<file path="src/sv/uae_pkg.sv">
`default_nettype none
package uae_pkg;

    localparam int WORD_W   = 32;
    localparam int SYM_W    = 16;
    localparam int SIZE_W   = 17;
    localparam int CNT_W    = 6;
    localparam int DIV_ITERS    = WORD_W;
    localparam int RENORM_STEPS = WORD_W;
    localparam int IN_DATA_W  = 16;
    localparam int OUT_DATA_W = 40;

    localparam logic [SIZE_W-1:0] SIZE_RESET = SIZE_W'(256);
    localparam logic [WORD_W-1:0] TOP_BIT    = WORD_W'(1) << (WORD_W - 1);
    localparam logic [WORD_W-1:0] SECOND_BIT = WORD_W'(1) << (WORD_W - 2);

    typedef enum logic [2:0] {
        ST_IDLE,
        ST_DIV,
        ST_MUL,
        ST_UPD,
        ST_RENORM,
        ST_FLUSH,
        ST_LAST
    } state_t;

    typedef enum logic [1:0] {
        DEC_ZERO,
        DEC_ONE,
        DEC_E3,
        DEC_STOP
    } dec_t;

    typedef struct packed {
        logic load;
        logic div_step;
        logic mul;
        logic update;
        logic emit;
        logic e3;
        logic flush;
        logic final_push;
    } cmd_t;

    typedef struct packed {
        dec_t dec;
        logic fin;
        logic held_valid;
        logic out_free;
    } status_t;

endpackage
`default_nettype wire

</file>
<file path="src/sv/uae_ctrl.sv">
`default_nettype none
module uae_ctrl (
    input  wire logic            clk,
    input  wire logic            rst_n,
    input  wire logic            in_valid,
    output logic                 in_ready,
    input  wire uae_pkg::status_t status,
    output uae_pkg::cmd_t        cmd
);
    import uae_pkg::*;

    state_t            state_reg, state_next;
    logic [CNT_W-1:0]  cnt_reg, cnt_next;

    always_ff @(posedge clk or negedge rst_n)
    begin
        if (!rst_n)
        begin
            state_reg <= ST_IDLE;
            cnt_reg   <= '0;
        end
        else
        begin
            state_reg <= state_next;
            cnt_reg   <= cnt_next;
        end
    end

    always_comb
    begin
        cmd        = '0;
        state_next = state_reg;
        cnt_next   = cnt_reg;
        in_ready   = 1'b0;
        unique case (state_reg)
            ST_IDLE:
            begin
                in_ready = 1'b1;
                if (in_valid)
                begin
                    cmd.load   = 1'b1;
                    cnt_next   = '0;
                    state_next = ST_DIV;
                end
            end
            ST_DIV:
            begin
                cmd.div_step = 1'b1;
                cnt_next     = cnt_reg + CNT_W'(1);
                if (cnt_reg == CNT_W'(DIV_ITERS - 1))
                    state_next = ST_MUL;
            end
            ST_MUL:
            begin
                cmd.mul    = 1'b1;
                state_next = ST_UPD;
            end
            ST_UPD:
            begin
                cmd.update = 1'b1;
                cnt_next   = '0;
                state_next = ST_RENORM;
            end
            ST_RENORM:
            begin
                if (cnt_reg == CNT_W'(RENORM_STEPS) || status.dec == DEC_STOP)
                    state_next = status.fin ? ST_FLUSH : ST_LAST;
                else if (status.dec == DEC_E3)
                begin
                    cmd.e3   = 1'b1;
                    cnt_next = cnt_reg + CNT_W'(1);
                end
                // a new run displaces the held one, so the output slot must be free
                else if (!status.held_valid || status.out_free)
                begin
                    cmd.emit = 1'b1;
                    cnt_next = cnt_reg + CNT_W'(1);
                end
            end
            ST_FLUSH:
            begin
                if (!status.held_valid || status.out_free)
                begin
                    cmd.flush  = 1'b1;
                    state_next = ST_LAST;
                end
            end
            ST_LAST:
            begin
                if (!status.held_valid)
                    state_next = ST_IDLE;
                else if (status.out_free)
                begin
                    cmd.final_push = 1'b1;
                    state_next     = ST_IDLE;
                end
            end
            default:
                state_next = ST_IDLE;
        endcase
    end

endmodule
`default_nettype wire

</file>
<file path="src/sv/uae_dpath.sv">
`default_nettype none
module uae_dpath (
    input  wire logic                       clk,
    input  wire logic                       rst_n,
    input  wire logic                       cfg_we,
    input  wire logic [uae_pkg::SIZE_W-1:0] cfg_wdata,
    input  wire logic [uae_pkg::SYM_W-1:0]  in_symbol,
    input  wire logic                       in_finish,
    input  wire uae_pkg::cmd_t              cmd,
    output uae_pkg::status_t                status,
    output logic                            out_valid,
    input  wire logic                       out_ready,
    output logic                            out_lead,
    output logic [uae_pkg::WORD_W-1:0]      out_follow,
    output logic                            out_last
);
    import uae_pkg::*;

    logic [SIZE_W-1:0] size_reg;
    logic [WORD_W-1:0] low_reg, high_reg, pend_reg;
    logic [SIZE_W-1:0] rem_reg;
    logic [WORD_W-1:0] quo_reg;
    logic [SIZE_W-1:0] sym_reg;
    logic              fin_reg;
    logic [WORD_W-1:0] prod_reg;
    logic              held_valid_reg, held_bit_reg;
    logic [WORD_W-1:0] held_follow_reg;
    logic              out_valid_reg, out_lead_reg, out_last_reg;
    logic [WORD_W-1:0] out_follow_reg;

    logic [SIZE_W-1:0]        div_eff;
    logic [SIZE_W-1:0]        sym_ext;
    logic [SIZE_W:0]          trial;
    logic                     trial_ge;
    logic [WORD_W+SIZE_W-1:0] mul_full;
    logic [WORD_W-1:0]        low_sum;
    logic [WORD_W-1:0]        pend_sat;
    logic                     out_free;
    logic                     push_mid;
    dec_t                     dec;

    // size zero divides as size one
    assign div_eff  = (size_reg == '0) ? SIZE_W'(1) : size_reg;
    assign sym_ext  = {1'b0, in_symbol};
    assign trial    = {rem_reg, quo_reg[WORD_W-1]};
    assign trial_ge = trial >= {1'b0, div_eff};
    assign mul_full = {{SIZE_W{1'b0}}, quo_reg} * {{WORD_W{1'b0}}, sym_reg};
    assign low_sum  = low_reg + prod_reg;
    assign pend_sat = (pend_reg == '1) ? pend_reg : pend_reg + WORD_W'(1);
    assign out_free = !out_valid_reg || out_ready;
    assign push_mid = (cmd.emit || cmd.flush) && held_valid_reg;

    always_comb
    begin
        if ((high_reg & TOP_BIT) == '0)
            dec = DEC_ZERO;
        else if ((low_reg & TOP_BIT) != '0)
            dec = DEC_ONE;
        else if ((low_reg & SECOND_BIT) != '0 && (high_reg & SECOND_BIT) == '0)
            dec = DEC_E3;
        else
            dec = DEC_STOP;
    end

    assign status = '{dec: dec, fin: fin_reg, held_valid: held_valid_reg,
                      out_free: out_free};

    always_ff @(posedge clk or negedge rst_n)
    begin
        if (!rst_n)
        begin
            size_reg       <= SIZE_RESET;
            low_reg        <= '0;
            high_reg       <= '1;
            pend_reg       <= '0;
            held_valid_reg <= 1'b0;
            out_valid_reg  <= 1'b0;
        end
        else
        begin
            if (cfg_we)
                size_reg <= cfg_wdata;

            if (cmd.update)
            begin
                low_reg  <= low_sum;
                high_reg <= low_sum + quo_reg;
            end
            else if (cmd.emit)
            begin
                low_reg  <= low_reg << 1;
                high_reg <= (high_reg << 1) | WORD_W'(1);
            end
            else if (cmd.e3)
            begin
                low_reg  <= (low_reg << 1) & ~TOP_BIT;
                high_reg <= (high_reg << 1) | TOP_BIT | WORD_W'(1);
            end

            if (cmd.emit || cmd.flush)
                pend_reg <= '0;
            else if (cmd.e3)
                pend_reg <= pend_sat;

            if (cmd.emit || cmd.flush)
                held_valid_reg <= 1'b1;
            else if (cmd.final_push)
                held_valid_reg <= 1'b0;

            if (push_mid || cmd.final_push)
                out_valid_reg <= 1'b1;
            else if (out_ready)
                out_valid_reg <= 1'b0;
        end
    end

    always_ff @(posedge clk)
    begin
        if (cmd.load)
        begin
            sym_reg <= (sym_ext >= div_eff) ? div_eff - SIZE_W'(1) : sym_ext;
            fin_reg <= in_finish;
            rem_reg <= '0;
            quo_reg <= high_reg - low_reg;
        end
        else if (cmd.div_step)
        begin
            // restoring division, one quotient bit per cycle
            rem_reg <= trial_ge ? SIZE_W'(trial - {1'b0, div_eff}) : trial[SIZE_W-1:0];
            quo_reg <= {quo_reg[WORD_W-2:0], trial_ge};
        end

        if (cmd.mul)
            prod_reg <= mul_full[WORD_W-1:0];

        if (cmd.emit)
        begin
            held_bit_reg    <= low_reg[WORD_W-1];
            held_follow_reg <= pend_reg;
        end
        else if (cmd.flush)
        begin
            held_bit_reg    <= low_reg[WORD_W-1] | low_reg[WORD_W-2];
            held_follow_reg <= pend_sat;
        end

        if (push_mid || cmd.final_push)
        begin
            out_lead_reg   <= held_bit_reg;
            out_follow_reg <= held_follow_reg;
            out_last_reg   <= cmd.final_push;
        end
    end

    assign out_valid  = out_valid_reg;
    assign out_lead   = out_lead_reg;
    assign out_follow = out_follow_reg;
    assign out_last   = out_last_reg;

endmodule
`default_nettype wire

</file>
<file path="src/sv/uniform_arith_encoder.sv">
// a symbol is taken in idle, then runs the bit-serial divider loop, a multiply and the interval update,
// then renormalization steps (up to 32), plus a flush run when finish is set, before returning to idle
// renormalization does one step per cycle, but an output step waits for a free output slot; a new
// symbol is accepted only once the coder is back to idle
// the output register lets the next symbol start while a result waits
// reset: asynchronous, active low; interval full, pending count zero, alphabet size 256
`default_nettype none
module uniform_arith_encoder (
    input  wire logic                           clk,
    input  wire logic                           rst_n,
    input  wire logic                           cfg_we,
    input  wire logic [uae_pkg::SIZE_W-1:0]     cfg_wdata,
    input  wire logic                           s_axis_tvalid,
    output logic                                s_axis_tready,
    input  wire logic [uae_pkg::IN_DATA_W-1:0]  s_axis_tdata,   // symbol
    input  wire logic                           s_axis_tlast,   // finish
    output logic                                m_axis_tvalid,
    input  wire logic                           m_axis_tready,
    output logic [uae_pkg::OUT_DATA_W-1:0]      m_axis_tdata,   // lead_bit, follow_count, zeros
    output logic                                m_axis_tlast    // last
);
    import uae_pkg::*;

    cmd_t              cmd;
    status_t           status;
    logic              out_lead;
    logic [WORD_W-1:0] out_follow;

    uae_ctrl u_ctrl (
        .clk      (clk),
        .rst_n    (rst_n),
        .in_valid (s_axis_tvalid),
        .in_ready (s_axis_tready),
        .status   (status),
        .cmd      (cmd)
    );

    uae_dpath u_dpath (
        .clk        (clk),
        .rst_n      (rst_n),
        .cfg_we     (cfg_we),
        .cfg_wdata  (cfg_wdata),
        .in_symbol  (s_axis_tdata[SYM_W-1:0]),
        .in_finish  (s_axis_tlast),
        .cmd        (cmd),
        .status     (status),
        .out_valid  (m_axis_tvalid),
        .out_ready  (m_axis_tready),
        .out_lead   (out_lead),
        .out_follow (out_follow),
        .out_last   (m_axis_tlast)
    );

    assign m_axis_tdata = {{(OUT_DATA_W - WORD_W - 1){1'b0}}, out_follow, out_lead};

endmodule
`default_nettype wire

</file>
<file path="config.mk">
export PLATFORM = sky130hd
export DESIGN_NAME = uniform_arith_encoder
export DESIGN_NICKNAME = d
export VERILOG_FILES = /design/src/sv/uae_pkg.sv /design/src/sv/uae_ctrl.sv /design/src/sv/uae_dpath.sv /design/src/sv/uniform_arith_encoder.sv
export SDC_FILE = /design/constraint.sdc
export NUM_CORES = 2
export LEC_CHECK = 0
export BUFFER_PORTS_ARGS = -buffer_cell sky130_fd_sc_hd__buf_2
export CORE_MARGIN = 8
export CORE_UTILIZATION = 55
export CTS_CLUSTER_SIZE = 16
export DETAILED_ROUTE_END_ITERATION = 8
export PLACE_DENSITY = 0.72
export RECOVER_POWER = 100
export SLEW_MARGIN = 5
export SYNTH_ARGS = -nofsm -noshare
export SYNTH_HDL_FRONTEND = slang
export SYNTH_SLANG_ARGS = --single-unit
</file>
<file path="constraint.sdc">
create_clock -name clk -period 11.7 [get_ports clk]
set_input_delay 0 -clock clk [delete_from_list [all_inputs] [get_ports clk]]
set_output_delay 0 -clock clk [all_outputs]
set_load 0.03 [all_outputs]
</file>
==> results.json <==
{
  "finalHoldViolations": 0,
  "grt_usage_pct": 23.9,
  "min_period_ps": 7020,
  "violations": "max-capacitance violations, max-slew violations",
  "cp_slowest_cell": "edfxtp_1",
  "grt_pass1_wl_um": 123000,
  "io_buffers": 74,
  "antenna_cells": 0,
  "drc": 0,
  "vias": 23200,
  "setup_violations": 0,
  "synth_cell_types": 75,
  "wl_per_cell_um": 18.2,
  "tightest_slew_ps": 3630,
  "syn_area_um2": 29900,
  "arrival_ps": 7310,
  "r2r_slack_ps": 4680,
  "synth-seq-cells": 290,
  "post_cts_resized": 0,
  "synth-edff-count": 149,
  "tns_ps": 0,
  "avgSynthCellArea_um2": 9.16,
  "async_flop_share_pct": 42.8,
  "cp_common_cell": "fa_1",
  "crit_end": "u_dpath.prod_reg[31]",
  "crit_buf_inv": 4,
  "cts_tree": "done",
  "grt_max_degree": 68,
  "skew_ps": 17.4,
  "crit_fanout": 26,
  "dp_hpwl_um": 57100,
  "io_pins": 82,
  "cts_made_buffers": 35,
  "antenna_found_initial": 0,
  "rows": 85,
  "min_path_type": "primary input to flip-flop",
  "cts-root-buf": "clkbuf_16",
  "cp_top_family": "adder cells",
  "drive_gt1_share_pct": 4.94,
  "crit_required_ps": 11990,
  "die_y_um": 249,
  "ys.flop_type": "edfxtp_1",
  "rsz0062_at_grt": "false",
  "finalMaxSlewViolations": 438,
  "grt-ovfl-total": 0,
  "r2r_cells": 20,
  "clk_latency_ps": 560,
  "clk_pin_slew_ps": 60,
  "synth_seq_area_share_pct": 26.6,
  "max_stage_delay_ps": 900,
  "fin_crit_sh_pct": 60.0,
  "coreArea_um2": 53800,
  "dr.first_iter.drc_count": 1638,
  "max_slew_margin_pct": -142,
  "worstReg2RegStart": "u_dpath.sym_reg[6]",
  "routed_wirelength_um": 74000,
  "start_util_pct": 55.6,
  "maxCapViolCount": 10,
  "gp_congestion": 0.929,
  "firstDrtPassIters": 7,
  "end_kind": "flip-flop",
  "r2r-end": "u_dpath.prod_reg[31]",
  "cts_buffer_depth": 3,
  "h-tree-depth": 2,
  "grt_pass1_vias": 24000,
  "synthCells": 3262,
  "clkSinkCount": 290,
  "nNetsFinal": 3893,
  "yosysWarnings": 0,
  "drt.antenna.violating_nets": 0,
  "area_delta_synth_final_pct": 8.84,
  "start_kind": "flip-flop",
  "fmax_mhz": 142,
  "crit_chain": "and2_0 > fa_1 > inv_1 > fa_1 > fa_1 > fa_1 > inv_1 > fa_1 > inv_1 > fa_1 > inv_1 > ha_1 > or4_1 > a211oi_1 > o31ai_1 > a2111o_1 > a311oi_1 > o21bai_1 > a21oi_1 > xnor2_1",
  "die_x_um": 249,
  "startpoint": "u_dpath.sym_reg[6]",
  "die_area_um2": 62100,
  "vias_per_cell": 5.73,
  "status": "complete, but fails checks",
  "critPathKind": "flip-flop to flip-flop",
  "cp.depth": 20
}
layer usage:
metal	GRT usage, %	vias up	routed length (um)
met5	0	-	0
met4	9.47	0	3020
met3	3.20	176	3480
met2	42.4	664	37300
met1	29.3	11600	30100
li1	-	10800	-
cells in the final DEF (no fill, tap or decap), types with 51 or more instances in the layout:
cell type / count
a21o_1: 51
a21oi_1: 105
and2_1: 159
clkbuf_1: 56
dfrtp_1: 91
dlygate4sd3_1: 69
edfxtp_1: 149
fa_1: 323
ha_1: 199
inv_1: 488
nand2_1: 478
nor2_1: 137
o21ai_0: 187
xnor2_1: 133
xor2_1: 60
worst min-delay path: stages:
cell,delay (ps)
buf_2,110
inv_1,60
o2bb2ai_1,130
a31oi_1,80
o21ai_0,100
o21ai_0,90
timing repair:
action / CTS / global route
buffers inserted: 0 / 0
hold buffers: 69 / 0
hold endpoints to repair: 92 / 0
synth_stat cells (21+ instances only):
| cell | instances | share of area, % |
|---|---|---|
| o221ai_1 | 24 | 0.70 |
| dfrtp_1 | 91 | 7.6 |
| a21o_1 | 51 | 1.3 |
| ha_1 | 199 | 8.3 |
| o31ai_1 | 33 | 0.83 |
| o21ai_0 | 185 | 3.1 |
| nor2_1 | 137 | 1.7 |
| xor2_1 | 60 | 1.8 |
| edfxtp_1 | 149 | 15 |
| fa_1 | 323 | 22 |
| inv_1 | 488 | 6.1 |
| nor2b_1 | 24 | 0.50 |
| xnor2_1 | 133 | 3.9 |
| mux2i_1 | 26 | 0.87 |
| nand2b_1 | 24 | 0.50 |
| clkbuf_1 | 124 | 1.6 |
| a31oi_1 | 38 | 0.80 |
| nand3_1 | 37 | 0.62 |
| and3_1 | 31 | 0.65 |
| o21bai_1 | 21 | 0.53 |
| a21oi_1 | 105 | 1.8 |
| nor3_1 | 29 | 0.49 |
| and2_1 | 171 | 3.6 |
| dfstp_2 | 33 | 2.9 |
| nand2_1 | 479 | 6.0 |
cell families (layout without fill, tap and decap cells):
group	Yosys count	count (layout)	share of synthesized area [%]
AND/OR/NAND/NOR	1004	1004	15.7
buffers and inverters	627	718	8.02
AO/OA/AOI/OAI	579	579	12.4
adder cells (fa/ha/maj)	522	522	30.0
flip-flops	290	290	26.6
XOR/XNOR	193	193	5.65
multiplexers	46	46	1.62
other	1	7	0.0125
through the flow:
step,worst slack (ps),hold slack (ps),area (um^2),instances,util [%]
after floorplan,5340,-296,29900,3268,-
after global placement,4900,8.12,30800,3922,57.2
after detailed placement,4760,22.2,30800,3922,57.2
after CTS,4710,40.3,32700,4055,60.7
after global routing,4090,103,32500,4055,60.5
final,4680,67.2,32500,4055,60.5
worst min path at each step:
stage,startpoint,end,slack (ps),depth (start not counted)
after floorplan,rst_n,u_ctrl.cnt_reg[0],-300,0
after global placement,rst_n,u_dpath.low_reg[1],8,1
after detailed placement,rst_n,u_dpath.low_reg[1],20,1
after CTS,rst_n,u_dpath.low_reg[2],40,2
after global routing,s_axis_tvalid,u_ctrl.state_reg[1],100,6
final,s_axis_tvalid,u_ctrl.state_reg[1],70,6
area by class of cell:
class | instances | area, um^2
Clock inverter | 20 | 284
Tap cell | 696 | 871
Clock buffer | 44 | 910
Multi-Input combinational cell | 2351 | 19500
Inverter | 489 | 1840
Sequential cell | 290 | 7960
Fill cell | 4528 | 21300
Timing Repair Buffer | 165 | 1140
Power is not shown: default switching activity piles up to over one toggle a cycle in this logic, so the estimate is an artifact.
